`src/rtl/core/binary_min_heap_priority_queue_top_assert.svh`:
```
// assertion macros for the binary min-heap priority queue
// used by the sequencer in rtl/core; no dependencies
`ifndef BINARY_MIN_HEAP_PRIORITY_QUEUE_TOP_ASSERT_SVH
`define BINARY_MIN_HEAP_PRIORITY_QUEUE_TOP_ASSERT_SVH

// condition implies consequence in the same cycle
`define BMHPQ_ASSERT_SAME(lbl, clk, rst_n, ante, cons, msg) \
	lbl: assert property (@(posedge clk) disable iff (!rst_n) (ante) |-> (cons)) \
		else $error(msg);

// condition implies consequence in the next cycle
`define BMHPQ_ASSERT_NEXT(lbl, clk, rst_n, ante, cons, msg) \
	lbl: assert property (@(posedge clk) disable iff (!rst_n) (ante) |=> (cons)) \
		else $error(msg);

`endif

```
`src/rtl/core/bmhpq_pkg.sv`:
```
// shared types, codes and constants of the binary min-heap priority queue
// no dependencies
package bmhpq_pkg;

	localparam int unsigned CAPACITY_DEF = 128;
	localparam int unsigned KEY_W        = 16;
	localparam int unsigned TAG_W        = 16;
	localparam int unsigned STATUS_W     = 2;
	localparam int unsigned OCC_W        = 8;
	localparam int unsigned ENTRY_W      = KEY_W + TAG_W;

	// operation codes
	localparam logic MODE_INSERT = 1'b0;
	localparam logic MODE_REMOVE = 1'b1;

	// result status codes
	localparam logic [STATUS_W-1:0] ST_DONE  = 2'd0;
	localparam logic [STATUS_W-1:0] ST_FULL  = 2'd1;
	localparam logic [STATUS_W-1:0] ST_EMPTY = 2'd2;

	typedef struct packed {
		logic [KEY_W-1:0] prio;
		logic [TAG_W-1:0] tag;
	} entry_t;

	typedef struct packed {
		logic             mode;
		logic [KEY_W-1:0] new_priority;
		logic [TAG_W-1:0] new_tag;
	} req_t;

	typedef struct packed {
		logic [STATUS_W-1:0] status;
		logic [KEY_W-1:0]    out_priority;
		logic [TAG_W-1:0]    out_tag;
		logic [OCC_W-1:0]    occupancy;
	} res_t;

endpackage

```
`src/rtl/core/bmhpq_ctrl.sv`:
```
// heap sequencer: sift-up / sift-down walk around one shared key comparator
// depends on bmhpq_pkg and the assertion macro header
`include "binary_min_heap_priority_queue_top_assert.svh"

module bmhpq_ctrl #(
	parameter int unsigned CAPACITY = bmhpq_pkg::CAPACITY_DEF,
	localparam int unsigned AW = $clog2(CAPACITY),
	localparam int unsigned CW = $clog2(CAPACITY + 1)
) (
	input  logic                          clk,
	input  logic                          arst_n,
	input  logic                          in_valid,
	output logic                          in_ready,
	input  bmhpq_pkg::req_t               in_req,
	output logic                          res_valid,
	input  logic                          res_ready,
	output bmhpq_pkg::res_t               res,
	output logic                          ram_we,
	output logic [AW-1:0]                 ram_waddr,
	output logic [bmhpq_pkg::ENTRY_W-1:0] ram_wdata,
	output logic [AW-1:0]                 ram_raddr_a,
	output logic [AW-1:0]                 ram_raddr_b,
	input  logic [bmhpq_pkg::ENTRY_W-1:0] ram_rdata_a,
	input  logic [bmhpq_pkg::ENTRY_W-1:0] ram_rdata_b
);

	localparam logic [2:0] S_IDLE   = 3'd0;
	localparam logic [2:0] S_UP_RD  = 3'd1;
	localparam logic [2:0] S_UP_CMP = 3'd2;
	localparam logic [2:0] S_RM_CAP = 3'd3;
	localparam logic [2:0] S_DN_RD  = 3'd4;
	localparam logic [2:0] S_DN_SEL = 3'd5;
	localparam logic [2:0] S_DN_CMP = 3'd6;
	localparam logic [2:0] S_FIN    = 3'd7;

	logic [2:0]                      state_q;
	logic [CW-1:0]                   count_q;
	logic [AW-1:0]                   pos_q;
	bmhpq_pkg::entry_t               cur_q;
	bmhpq_pkg::entry_t               pick_q;
	logic [AW-1:0]                   pick_addr_q;
	logic                            has_right_q;
	logic [bmhpq_pkg::STATUS_W-1:0]  status_q;
	logic [bmhpq_pkg::KEY_W-1:0]     out_prio_q;
	logic [bmhpq_pkg::TAG_W-1:0]     out_tag_q;

	bmhpq_pkg::entry_t               rd_a;
	bmhpq_pkg::entry_t               rd_b;
	logic                            accept;
	logic [AW-1:0]                   parent;
	logic [AW+1:0]                   left_w;
	logic [AW+1:0]                   right_w;
	logic [AW+1:0]                   cnt_w;
	logic                            no_child;
	logic                            right_ok;
	logic [bmhpq_pkg::KEY_W-1:0]     cmp_x;
	logic [bmhpq_pkg::KEY_W-1:0]     cmp_y;
	logic                            cmp_gt;

	assign rd_a      = bmhpq_pkg::entry_t'(ram_rdata_a);
	assign rd_b      = bmhpq_pkg::entry_t'(ram_rdata_b);
	assign in_ready  = (state_q == S_IDLE);
	assign accept    = in_valid && in_ready;
	assign res_valid = (state_q == S_FIN);

	assign res.status       = status_q;
	assign res.out_priority = out_prio_q;
	assign res.out_tag      = out_tag_q;
	assign res.occupancy    = bmhpq_pkg::OCC_W'(count_q);

	// tree index arithmetic
	assign parent   = (pos_q - 1'b1) >> 1;
	assign left_w   = (AW + 2)'({pos_q, 1'b1});
	assign right_w  = left_w + 1'b1;
	assign cnt_w    = (AW + 2)'(count_q);
	assign no_child = (left_w >= cnt_w);
	assign right_ok = (right_w < cnt_w);

	// the one key comparator, operands steered by state
	always_comb begin
		case (state_q)
			S_UP_CMP: begin
				cmp_x = rd_a.prio;
				cmp_y = cur_q.prio;
			end
			S_DN_SEL: begin
				cmp_x = rd_a.prio;
				cmp_y = rd_b.prio;
			end
			default: begin
				cmp_x = cur_q.prio;
				cmp_y = pick_q.prio;
			end
		endcase
	end
	assign cmp_gt = (cmp_x > cmp_y);

	// ram port steering
	always_comb begin
		ram_we      = 1'b0;
		ram_waddr   = pos_q;
		ram_wdata   = cur_q;
		ram_raddr_a = '0;
		ram_raddr_b = '0;
		case (state_q)
			S_IDLE: begin
				if (count_q != '0) begin
					ram_raddr_b = AW'(count_q - 1'b1);
				end
			end
			S_UP_RD: begin
				if (pos_q == '0) begin
					ram_we = 1'b1;
				end else begin
					ram_raddr_a = parent;
				end
			end
			S_UP_CMP: begin
				ram_we = 1'b1;
				if (cmp_gt) begin
					ram_wdata = rd_a;
				end
			end
			S_DN_RD: begin
				if (no_child) begin
					ram_we = 1'b1;
				end else begin
					ram_raddr_a = AW'(left_w);
					ram_raddr_b = right_ok ? AW'(right_w) : AW'(left_w);
				end
			end
			S_DN_CMP: begin
				ram_we = 1'b1;
				if (cmp_gt) begin
					ram_wdata = pick_q;
				end
			end
			default: ;
		endcase
	end

	always_ff @(posedge clk or negedge arst_n) begin
		if (!arst_n) begin
			state_q <= S_IDLE;
			count_q <= '0;
		end else begin
			case (state_q)
				S_IDLE: begin
					if (accept) begin
						out_prio_q <= '0;
						out_tag_q  <= '0;
						status_q   <= bmhpq_pkg::ST_DONE;
						if (in_req.mode == bmhpq_pkg::MODE_INSERT) begin
							if (count_q == CW'(CAPACITY)) begin
								status_q <= bmhpq_pkg::ST_FULL;
								state_q  <= S_FIN;
							end else begin
								cur_q.prio <= in_req.new_priority;
								cur_q.tag  <= in_req.new_tag;
								pos_q      <= AW'(count_q);
								count_q    <= count_q + 1'b1;
								state_q    <= S_UP_RD;
							end
						end else begin
							if (count_q == '0) begin
								status_q <= bmhpq_pkg::ST_EMPTY;
								state_q  <= S_FIN;
							end else begin
								count_q <= count_q - 1'b1;
								state_q <= S_RM_CAP;
							end
						end
					end
				end
				S_UP_RD: begin
					state_q <= (pos_q == '0) ? S_FIN : S_UP_CMP;
				end
				S_UP_CMP: begin
					if (cmp_gt) begin
						pos_q   <= parent;
						state_q <= S_UP_RD;
					end else begin
						state_q <= S_FIN;
					end
				end
				S_RM_CAP: begin
					out_prio_q <= rd_a.prio;
					out_tag_q  <= rd_a.tag;
					cur_q      <= rd_b;
					pos_q      <= '0;
					state_q    <= S_DN_RD;
				end
				S_DN_RD: begin
					if (no_child) begin
						state_q <= S_FIN;
					end else begin
						has_right_q <= right_ok;
						state_q     <= S_DN_SEL;
					end
				end
				S_DN_SEL: begin
					// right child wins only when strictly smaller
					if (has_right_q && cmp_gt) begin
						pick_q      <= rd_b;
						pick_addr_q <= AW'(right_w);
					end else begin
						pick_q      <= rd_a;
						pick_addr_q <= AW'(left_w);
					end
					state_q <= S_DN_CMP;
				end
				S_DN_CMP: begin
					if (cmp_gt) begin
						pos_q   <= pick_addr_q;
						state_q <= S_DN_RD;
					end else begin
						state_q <= S_FIN;
					end
				end
				S_FIN: begin
					if (res_ready) begin
						state_q <= S_IDLE;
					end
				end
				default: state_q <= S_IDLE;
			endcase
		end
	end

	`BMHPQ_ASSERT_SAME(a_count_bound, clk, arst_n, 1'b1, count_q <= CW'(CAPACITY),
		"entry count above capacity")
	`BMHPQ_ASSERT_SAME(a_no_write_idle, clk, arst_n, state_q == S_IDLE || state_q == S_FIN,
		!ram_we, "heap store written outside a sift")
	`BMHPQ_ASSERT_SAME(a_write_in_heap, clk, arst_n, ram_we && count_q != '0,
		CW'(ram_waddr) < count_q, "heap store written beyond the last entry")
	`BMHPQ_ASSERT_NEXT(a_insert_grows, clk, arst_n,
		accept && in_req.mode == bmhpq_pkg::MODE_INSERT && count_q != CW'(CAPACITY),
		count_q == $past(count_q) + 1'b1, "accepted insert did not add an entry")

endmodule

```
`config.mk`:
```
export PLATFORM = sky130hd
export DESIGN_NAME = bmhpq_ctrl
export DESIGN_NICKNAME = d
export VERILOG_FILES = /design/src/rtl/core/bmhpq_pkg.sv /design/src/rtl/core/bmhpq_ctrl.sv
export VERILOG_INCLUDE_DIRS = /design/src /design/src/rtl/core
export SDC_FILE = /design/constraint.sdc
export NUM_CORES = 1
export LEC_CHECK = 0
export BUFFER_PORTS_ARGS = -buffer_cell sky130_fd_sc_hd__buf_4
export CAP_MARGIN = 30
export CORE_MARGIN = 2
export CORE_UTILIZATION = 36
export CTS_CLUSTER_DIAMETER = 60
export DETAILED_ROUTE_END_ITERATION = 10
export SLEW_MARGIN = 20
export SYNTH_ARGS = -nofsm -noshare
export SYNTH_HDL_FRONTEND = slang
export SYNTH_SLANG_ARGS = --single-unit
```
`constraint.sdc`:
```
create_clock -name clk -period 12 [get_ports clk]
set_input_delay 0.6 -clock clk [delete_from_list [all_inputs] [get_ports clk]]
set_output_delay 0.6 -clock clk [all_outputs]
set_load 0.1 [all_outputs]
```
==> results of run 1 <==
==> cell usage in the layout, fill, tap and decap left out, drive strengths merged, types with 9 or more instances in the layout <==
cell type,instances
xnor2,25
o22a,9
inv,19
edfxtp,113
o21ai,56
dfrtp,11
and2,35
ha,36
nand2,112
a21oi,25
mux2i,43
nor2,31
buf,207
o22ai,10
nand3,12
mux2,65
clkbuf,17
nor3,9
==> power by group <==
group          switching, W  total (W)  internal, W
Combinational       0.00130    0.00184     0.000538
Clock              0.000205   0.000471     0.000266
Sequential        0.0000952   0.000671     0.000576
==> critical path, stage by stage (launching register included) <==
cell and delay, ps:
sky130_fd_sc_hd__dfrtp_1 540, sky130_fd_sc_hd__nor2b_1 790, sky130_fd_sc_hd__nand2b_1 430, sky130_fd_sc_hd__nand2_1 710, sky130_fd_sc_hd__o21ai_0 220, sky130_fd_sc_hd__ha_1 350, sky130_fd_sc_hd__nand4_1 180, sky130_fd_sc_hd__or4_4 580
sky130_fd_sc_hd__a21o_1 200, sky130_fd_sc_hd__a31oi_4 180, sky130_fd_sc_hd__nand2_2 160, sky130_fd_sc_hd__buf_4 390, sky130_fd_sc_hd__o21ai_1 270, sky130_fd_sc_hd__buf_4 330
==> per-stage QoR <==
stage | cells | hold slack (ps)
5_1_grt | 1194 | 13.5
3_3_place_gp | 1159 | 457
6_report | 1194 | 21.8
4_1_cts | 1194 | 8.36
3_5_place_dp | 1162 | 455
2_1_floorplan | 718 | 304
==> Yosys cell counts, types with 7 or more instances <==
master                     number
sky130_fd_sc_hd__edfxtp_1     113
sky130_fd_sc_hd__nand2_1      110
sky130_fd_sc_hd__mux2i_1       43
sky130_fd_sc_hd__ha_1          36
sky130_fd_sc_hd__and2_1        35
sky130_fd_sc_hd__o21ai_1       34
sky130_fd_sc_hd__mux2_2        33
sky130_fd_sc_hd__clkbuf_1      32
sky130_fd_sc_hd__nor2_1        30
sky130_fd_sc_hd__mux2_4        28
sky130_fd_sc_hd__a21oi_1       25
sky130_fd_sc_hd__o21ai_0       22
sky130_fd_sc_hd__xnor2_1       21
sky130_fd_sc_hd__inv_1         14
sky130_fd_sc_hd__nand3_1       12
sky130_fd_sc_hd__dfrtp_1       11
sky130_fd_sc_hd__o22ai_1       10
sky130_fd_sc_hd__nor3_1         9
sky130_fd_sc_hd__o22a_1         9
sky130_fd_sc_hd__xor2_1         7
==> path summary, 6_finish.rpt <==
check	from	depth (start not counted)	slack, ps	to
setup / recovery	state_q[1]	13	5590	ram_wdata[15]
hold / removal	arst_n	1	20	count_q[4]
setup reg to reg	state_q[1]	12	6340	pick_q[30]
hold reg to reg	pick_addr_q[6]	1	590	ram_waddr[6]
max in group asynchronous	arst_n	1	11800	state_q[2]
min in group clk	ram_rdata_a[8]	2	480	out_tag_q[8]
==> final cells by class <==
class | instances | area [um^2]
Inverter | 15 | 56.3
Multi-Input combinational cell | 536 | 3950
Clock buffer | 17 | 425
Timing Repair Buffer | 207 | 1580
Fill cell | 2070 | 11500
Clock inverter | 15 | 114
Sequential cell | 124 | 3670
Tap cell | 280 | 350
==> logic make-up after synthesis <==
kind of cell	share of synthesized area
fa+ha+maj	0.0572
simple gates	0.139
flops	0.466
compound gates	0.101
xor+xnor	0.0394
mux	0.161
buf+inv	0.0364
==> sequential cells by signal, indices dropped and copies added (netlist names) <==
| name | flops |
|---|---|
| has_right_q | 1 |
| status_q | 2 |
| pick_addr_q | 7 |
| out_tag_q | 16 |
| cur_q | 32 |
| count_q | 8 |
| out_prio_q | 16 |
| state_q | 3 |
| pick_q | 32 |
| ram_waddr | 7 |
==> layer usage <==
metal	vias up	GRT usage	wire length, um
li1	2978	-	-
met1	2940	0.252	9800
met2	181	0.311	10400
met3	19	0.0605	1520
met4	0	0.0485	225
met5	-	0	0
==> summary.txt, run 1 <==
Detailed routing
  – Total via count in the routed design: 6118
  – Via-to-Cell Ratio: 5.12
  – Average wire length per cell after detail routing: 18.4 um
  – Number of remaining DRC errors: 0
  – Violation count after the first detailed-routing iteration: 408
  – Total length of routed wires: 22.0 mm
  – Count of nets left with antenna violations after detail routing: 0
  – Number of iterations in the first detailed-routing pass: 4

Cells and area
  – Final core utilization: 0.469
  – Area of all placed cells without fillers: 10100 um^2
  – Net total in the final layout: 1038
  – Antenna diode count: 0
  – Area added between synthesis and finish: 28.9%
  – Proportion of layout cells with a drive suffix above 1: 0.349

Place
  – Global placement routability congestion: 0.820
  – Buffers added on ports: 198
  – Detailed placement HPWL: 15.7 mm
  – Post-place setup slack: 6080 ps
  – Cell Area, Placed: 9610 um^2

STA
  – RSZ-0062 raised after global routing: false
  – Final critical-path setup slack: 5590 ps
  – Number of failing setup endpoints in the final timing report: 0
  – Total count of max-transition violations in the final report: 0
  – Worst setup skew after layout: 10.4 ps
  – Max-slew headroom: 0.385
  – Slew at the pin closest to its max-slew limit: 920 ps
  – Maximum achievable frequency: 156 MHz
  – Final Critical Period: 6410 ps
  – Total count of hold-check failures in the final report: 0
  – Final worst path period share: 0.534
  – Total Neg Setup Slack: 0 ps

Clocking
  – Clock tree from TritonCTS: done
  – Max clock buf depth: 2
  – Number of buffers inserted during clock tree synthesis: 17
  – Clock network latency to the later pin of the worst-skew pair: 410 ps
  – Quantity of gates resized following cts: 0
  – CTS Sinks: 124
  – Number of hold buffers added after cts: 0
  – Level count of the clock H-tree: 4
  – Clock transition at the registers of the reported paths: 60 ps
  – Clock tree root driver cell: sky130_fd_sc_hd__clkbuf_16
  – Number of buffers inserted by post-CTS setup repair: 0

Logic synthesis
  – Number of unique standard cell types used by synthesis: 57
  – Cell type with the largest total area after synthesis: sky130_fd_sc_hd__edfxtp_1
  – Post-Synthesis Cells: 718
  – Most common flop cell mapped by yosys: sky130_fd_sc_hd__edfxtp_1
  – Async set-or-reset flop fraction in the synthesized netlist: 0.0887
  – Area of the mapped netlist: 7870 um^2
  – Average cell area after synthesis: 11.0 um^2
  – Post-Syn Nets: 855
  – Number of enable-type register cells in the synthesized netlist: 113
  – Number of warnings reported in the yosys synthesis log: 0
  – Cell types occupying the most area after synthesis: sky130_fd_sc_hd__edfxtp_1, sky130_fd_sc_hd__ha_1, sky130_fd_sc_hd__mux2i_1
  – Share of synthesized area occupied by flip-flops and latches: 0.466
  – Count of state elements after synthesis: 124
  – Post-synth top area share: 0.431

Floorplan
  – Core Region: 21600 um^2
  – Full die area: 23100 um^2
  – Horiz. Die Dim: 152 um
  – Die outline height: 152 um
  – Row Count: 54
  – Initial Util: 0.364
  – I/O pin cnt: 199

Power and ir drop
  – PwrDens: 294 nW/um^2
  – Worst-case vdd ir drop: 183 uV
  – Leakage power of the design: 4.45 nW
  – Final total power: 0.00298 W

Critical path
  – Arrival time of the worst setup path: 5810 ps
  – Critical path startpoint category: flip-flop
  – Required time at the worst-slack endpoint: 11400 ps
  – Kind of critical path: reg2out
  – Critical Path End Type: output port
  – Critical-path maximum fanout: 54

Job
  – Max Cap Viol: 0

Global routing
  – Number of antenna violations at the first check in global routing: 0
  – GRT overflow: 0
  – Vias in the first global route: 6326
  – Total routing usage reported by global routing: 0.192
  – Pin count of the biggest net entering global routing: 65
  – First-pass GRT wire length: 35.1 mm

Status
  – Outcome: complete, no violations

Min path
  – Hold Path Class: in2async
No activity file was read; power rests on OpenSTA's default activity.
==> inputs of run 2 (changes only) <==
- clock period: 12 -> 5.5 ns (I/O delays scaled with it)
==> summary.txt, run 2 (same netlist as run 1, synthesis figures left out) <==
Global routing
  – Vias in the first global route: 6162
  – Total routing usage reported by global routing: 0.193
  – Pin count of the biggest net entering global routing: 65
  – First-pass GRT wire length: 35.3 mm
  – GRT overflow: 0
  – Number of antenna violations at the first check in global routing: 0

Cells and area
  – Most used cells in the layout excluding fill and tap cells: sky130_fd_sc_hd__buf_4, sky130_fd_sc_hd__edfxtp_1, sky130_fd_sc_hd__nand2_1
  – Area added between synthesis and finish: 30.3%
  – Antenna diode count: 0
  – Proportion of layout cells with a drive suffix above 1: 0.353
  – Final instance count without filler cells: 1199
  – Net total in the final layout: 1043
  – Biggest regs: cur_q x32, pick_q x32
  – Most common cell after layout, fill and taps aside: sky130_fd_sc_hd__buf_4
  – Count of filler cells inserted in the layout: 2054

Power and ir drop
  – Worst-case vdd ir drop: 488 uV
  – Internal portion of total power: 0.00311 W
  – Switching power as a share of total power: 0.531
  – Comb pwr share: 0.616
  – Part of the total power dissipated in sequential elements: 0.216
  – Leakage power of the design: 4.52 nW
  – PwrDens: 647 nW/um^2
  – Clock Power Share: 0.167
  – Net Sw Power: 0.00353 W

Place
  – Detailed placement HPWL: 15.9 mm
  – Placed instance count: 1166
  – Post-place setup slack: 719 ps
  – Global placement routability congestion: 0.819
  – Buffers added on ports: 198

Floorplan
  – Row Count: 54
  – Core Region: 21600 um^2
  – Horiz. Die Dim: 152 um
  – Full die area: 23100 um^2
  – Initial Util: 0.364
  – I/O pin cnt: 199
  – Die outline height: 152 um

Detailed routing
  – Number of iterations in the first detailed-routing pass: 4
  – Total length of routed wires: 22.2 mm
  – Violation count after the first detailed-routing iteration: 358
  – Count of nets left with antenna violations after detail routing: 0
  – Average wire length per cell after detail routing: 18.5 um
  – Total via count in the routed design: 6132
  – Via-to-Cell Ratio: 5.11
  – Number of remaining DRC errors: 0

Clocking
  – Level count of the clock H-tree: 4
  – CTS Sinks: 124
  – Number of buffers inserted during clock tree synthesis: 17
  – Clock transition at the registers of the reported paths: 70 ps
  – Number of buffers inserted by post-CTS setup repair: 0
  – Clock tree from TritonCTS: done
  – Clock network latency to the later pin of the worst-skew pair: 420 ps
  – Clock tree root driver cell: sky130_fd_sc_hd__clkbuf_16
  – Max clock buf depth: 2

Critical path
  – Required time at the worst-slack endpoint: 5220 ps
  – Critical Path End Type: output port
  – Arrival time of the worst setup path: 4760 ps
  – Cell-by-cell trace of the critical path: nor2b_1 -> nand2b_1 -> nand2_1 -> buf_4 -> nand2_1 -> nand2_1 -> ha_1 -> nand4_1 -> or4_4 -> a21o_1 -> a31oi_4 -> nand2_2 -> buf_12 -> o21ai_1 -> buf_4
  – Kind of critical path: reg2out
  – Slowest CP cell: sky130_fd_sc_hd__dfrtp_1
  – Cell mode on critical path: sky130_fd_sc_hd__nand2_1
  – Critical path startpoint category: flip-flop
  – Longest individual stage delay on the worst path: 580 ps
  – Critical-path maximum fanout: 39

STA
  – Maximum achievable frequency: 199 MHz
  – Final Critical Period: 5030 ps
  – Post-route worst hold slack: 153 ps
  – Final critical-path setup slack: 468 ps
  – Max-slew headroom: 0.489
  – Final worst path period share: 0.915
  – RSZ-0062 raised after global routing: false
  – Worst setup skew after layout: 13.7 ps
  – Number of failing setup endpoints in the final timing report: 0
  – Total count of hold-check failures in the final report: 0
  – Slew at the pin closest to its max-slew limit: 767 ps
  – Total Neg Setup Slack: 0 ps
  – Total count of max-transition violations in the final report: 0

Min path
  – Hold Path Class: in2reg

Job
  – Max Cap Viol: 0

Status
  – Outcome: complete, no violations
-- run 2: cell types whose count changed in the layout (fill, tap and decap cells not counted), sizes merged --
cell	before	now
bufinv	0	1
clkinv	6	3
inv	19	24
clkinvlp	5	2
buf	207	211
dlygate4sd3	0	1
-- run 2: routing by layer --
layer	GRT usage	wire (um)	vias to the layer above
met3	0.0505	1410	12
met1	0.262	10100	2941
met4	0.0445	199	0
met5	0	0	-
li1	-	-	2980
met2	0.311	10400	199
-- run 2: area by class of cell --
cell class | instances | area [um^2] | area share
clock buffer | 17 | 425 | 0.0415
inverter | 15 | 56.3 | 0.00549
multi-input combinational | 536 | 3950 | 0.385
sequential | 124 | 3670 | 0.358
timing repair buffer | 212 | 1660 | 0.162
clock inverter | 15 | 148 | 0.0144
tap | 280 | 350 | 0.0341
-- run 2: power groups by stage --
stage	combinational (W)	clock, W	sequential (W)
3_5_place_dp	0.00411	0	0.00145
3_3_place_gp	0.00406	0	0.00146
2_1_floorplan	0.00300	0	0.00170
4_1_cts	0.00412	0.00113	0.00144
5_1_grt	0.00437	0.00116	0.00146
6_report	0.00409	0.00111	0.00144
-- run 2: worst paths after layout --
kind | depth (start not counted) | start | slack (ps) | endpoint
max in group asynchronous | 2 | arst_n | 5070 | state_q[2]
hold reg to reg | 1 | pick_addr_q[6] | 580 | ram_waddr[6]
setup reg to reg | 14 | state_q[0] | 1110 | pick_q[30]
setup / recovery | 15 | state_q[0] | 470 | ram_wdata[11]
min in group asynchronous | 2 | arst_n | 250 | count_q[6]
hold / removal | 2 | in_req[10] | 150 | cur_q[10]
-- run 2: worst max-delay path, delay by kind of cell (launching register included) --
| family | cells | cell delay, ps |
|---|---|---|
| simple gates | 8 | 1940 |
| buf+inv | 3 | 940 |
| compound gates | 3 | 550 |
| flops | 1 | 580 |
| fa+ha+maj | 1 | 310 |
-- run 2: stage by stage --
step | total power (W) | area, um^2 | util
after global routing | 0.00699 | 10300 | 0.475
after floorplan | 0.00470 | 7870 | -
final | 0.00664 | 10300 | 0.475
after CTS | 0.00668 | 10300 | 0.475
after detailed placement | 0.00556 | 9680 | 0.448
after global placement | 0.00552 | 9620 | 0.445
-- run 2: timing repair --
item                                   4_1_cts  5_1_grt
setup endpoints to repair                    0       14
endpoints found under the hold margin       11        0
resized for setup                            0        1
hold buffers                                 1        0
==> inputs of run 3 (changes only) <==
- PLACE_DENSITY: not set -> 0.59
==> summary.txt, run 3 (same netlist as run 1, synthesis figures left out) <==
Status
  – Outcome: complete, no violations

Clocking
  – Clock tree from TritonCTS: done
  – CTS Sinks: 124
  – Level count of the clock H-tree: 4
  – Number of buffers inserted by post-CTS setup repair: 0
  – Clock tree root driver cell: sky130_fd_sc_hd__clkbuf_16
  – Number of buffers inserted during clock tree synthesis: 17
  – Clock transition at the registers of the reported paths: 60 ps
  – Clock network latency to the later pin of the worst-skew pair: 420 ps
  – Max clock buf depth: 2

Place
  – Buffers added on ports: 198
  – Post-place setup slack: 648 ps
  – Global placement routability congestion: 0.839
  – Cell Area, Placed: 9650 um^2
  – Detailed placement HPWL: 16.0 mm

Min path
  – Worst Hold End: cur_q[2]
  – Beginning of the worst hold path: in_req[2]
  – Number of cells on the worst hold path: 2
  – Hold Path Class: in2reg

STA
  – RSZ-0062 raised after global routing: false
  – Worst setup skew after layout: 12.1 ps
  – Final Critical Period: 4960 ps
  – Final critical-path setup slack: 541 ps
  – Max-slew headroom: 0.492
  – Total count of max-transition violations in the final report: 0
  – Total count of hold-check failures in the final report: 0
  – Number of failing setup endpoints in the final timing report: 0
  – Total Neg Setup Slack: 0 ps
  – Slew at the pin closest to its max-slew limit: 763 ps
  – Final worst path period share: 0.902
  – Maximum achievable frequency: 202 MHz

Cells and area
  – Area added between synthesis and finish: 30.7%
  – Most used cells in the layout excluding fill and tap cells: sky130_fd_sc_hd__buf_4, sky130_fd_sc_hd__edfxtp_1, sky130_fd_sc_hd__nand2_1
  – Area of all placed cells without fillers: 10300 um^2
  – Most common cell after layout, fill and taps aside: sky130_fd_sc_hd__buf_4
  – Count of filler cells inserted in the layout: 2028
  – Biggest regs: cur_q x32, pick_q x32
  – Net total in the final layout: 1044
  – Antenna diode count: 0
  – Proportion of layout cells with a drive suffix above 1: 0.351

Power and ir drop
  – Leakage power of the design: 4.53 nW
  – Worst-case vdd ir drop: 500 uV
  – PwrDens: 652 nW/um^2
  – Final total power: 0.00671 W

Floorplan
  – I/O pin cnt: 199
  – Initial Util: 0.364
  – Row Count: 54
  – Full die area: 23100 um^2
  – Horiz. Die Dim: 152 um
  – Die outline height: 152 um
  – Core Region: 21600 um^2

Detailed routing
  – Number of iterations in the first detailed-routing pass: 5
  – Violation count after the first detailed-routing iteration: 324
  – Total via count in the routed design: 6143
  – Number of remaining DRC errors: 0
  – Via-to-Cell Ratio: 5.12
  – Count of nets left with antenna violations after detail routing: 0
  – Total length of routed wires: 22.4 mm
  – Average wire length per cell after detail routing: 18.6 um

Global routing
  – GRT overflow: 0
  – Pin count of the biggest net entering global routing: 65
  – First-pass GRT wire length: 35.1 mm
  – Total routing usage reported by global routing: 0.193
  – Vias in the first global route: 6281
  – Number of antenna violations at the first check in global routing: 0

Critical path
  – Longest individual stage delay on the worst path: 570 ps
  – Cell-by-cell trace of the critical path: nor2b_1 -> buf_4 -> nand2b_1 -> nand2_2 -> o21ai_0 -> ha_1 -> nand4_1 -> or4_4 -> a21o_1 -> a31oi_4 -> nand2_2 -> buf_4 -> o21ai_1 -> buf_4
  – Worst flop-to-flop path startpoint: state_q[1]
  – Cell mode on critical path: sky130_fd_sc_hd__buf_4
  – Arrival time of the worst setup path: 4680 ps
  – Critical-path maximum fanout: 24
  – Worst reg2reg endpoint: pick_q[28]
  – R2R Setup Slk: 1040 ps
  – Slowest CP cell: sky130_fd_sc_hd__or4_4
  – Critical path startpoint category: flip-flop
  – Reg2reg path depth: 13
  – Critical Path End Type: output port
  – Kind of critical path: reg2out
  – Required time at the worst-slack endpoint: 5220 ps

Job
  – Max Cap Viol: 0
run 3: stage by stage:
stage	hold WS, ps	utilization	std cells
floorplan	-20.6	-	718
global placement	133	0.444	1165
detailed placement	136	0.446	1167
CTS	141	0.476	1200
global route	143	0.476	1200
finish	155	0.476	1200
run 3: how the worst max path moves through the flow:
stage | startpoint | to | slack [ps] | cells past startpoint
4_1_cts | state_q[1] | ram_wdata[10] | 220 | 14
6_report | state_q[1] | ram_wdata[10] | 540 | 14
3_5_place_dp | state_q[1] | ram_wdata[0] | 650 | 14
2_1_floorplan | state_q[0] | ram_raddr_b[2] | 270 | 3
5_1_grt | state_q[1] | ram_wdata[0] | 90 | 14
3_3_place_gp | state_q[1] | ram_wdata[3] | 860 | 14
run 3: metal layers:
metal | vias to the layer above | routed length, um | GRT usage | share of wire
met2 | 196 | 10400 | 0.305 | 0.47
met1 | 2945 | 10100 | 0.258 | 0.45
li1 | 2986 | - | - | -
met5 | - | 0 | 0 | 0
met3 | 16 | 1620 | 0.0570 | 0.072
met4 | 0 | 235 | 0.0530 | 0.011
run 3: timing repair:
item,CTS,global route
gates resized for setup,0,2
endpoints found under the hold margin,11,0
endpoints found under the setup margin,0,25
hold buffers,1,0
run 3: layout make-up:
cell class	instances	area (um^2)	share of cell area
Clock buffer	17	425	0.0414
Clock inverter	15	195	0.0190
Inverter	15	56.3	0.00547
Multi-Input combinational cell	536	3960	0.385
Sequential cell	124	3670	0.357
Tap cell	280	350	0.0341
Timing Repair Buffer	213	1630	0.159
run 3: where the power goes:
part	leakage [nW]	total, W	internal, W	switching (W)
clock network	0.296	0.00119	0.000757	0.000435
registers	1.20	0.00145	0.00126	0.000193
logic	3.03	0.00407	0.00120	0.00287
total	4.53	0.00671	0.00321	0.00350
run 3: critical path, delay by kind of cell (launching register included):
family                     cells  cell delay [ps]
and+or+nand+nor                6             1840
DFF                            1              540
buffers and inverters          3              820
adders and majority gates      1              340
AOI/OAI and AO/OA              4              710
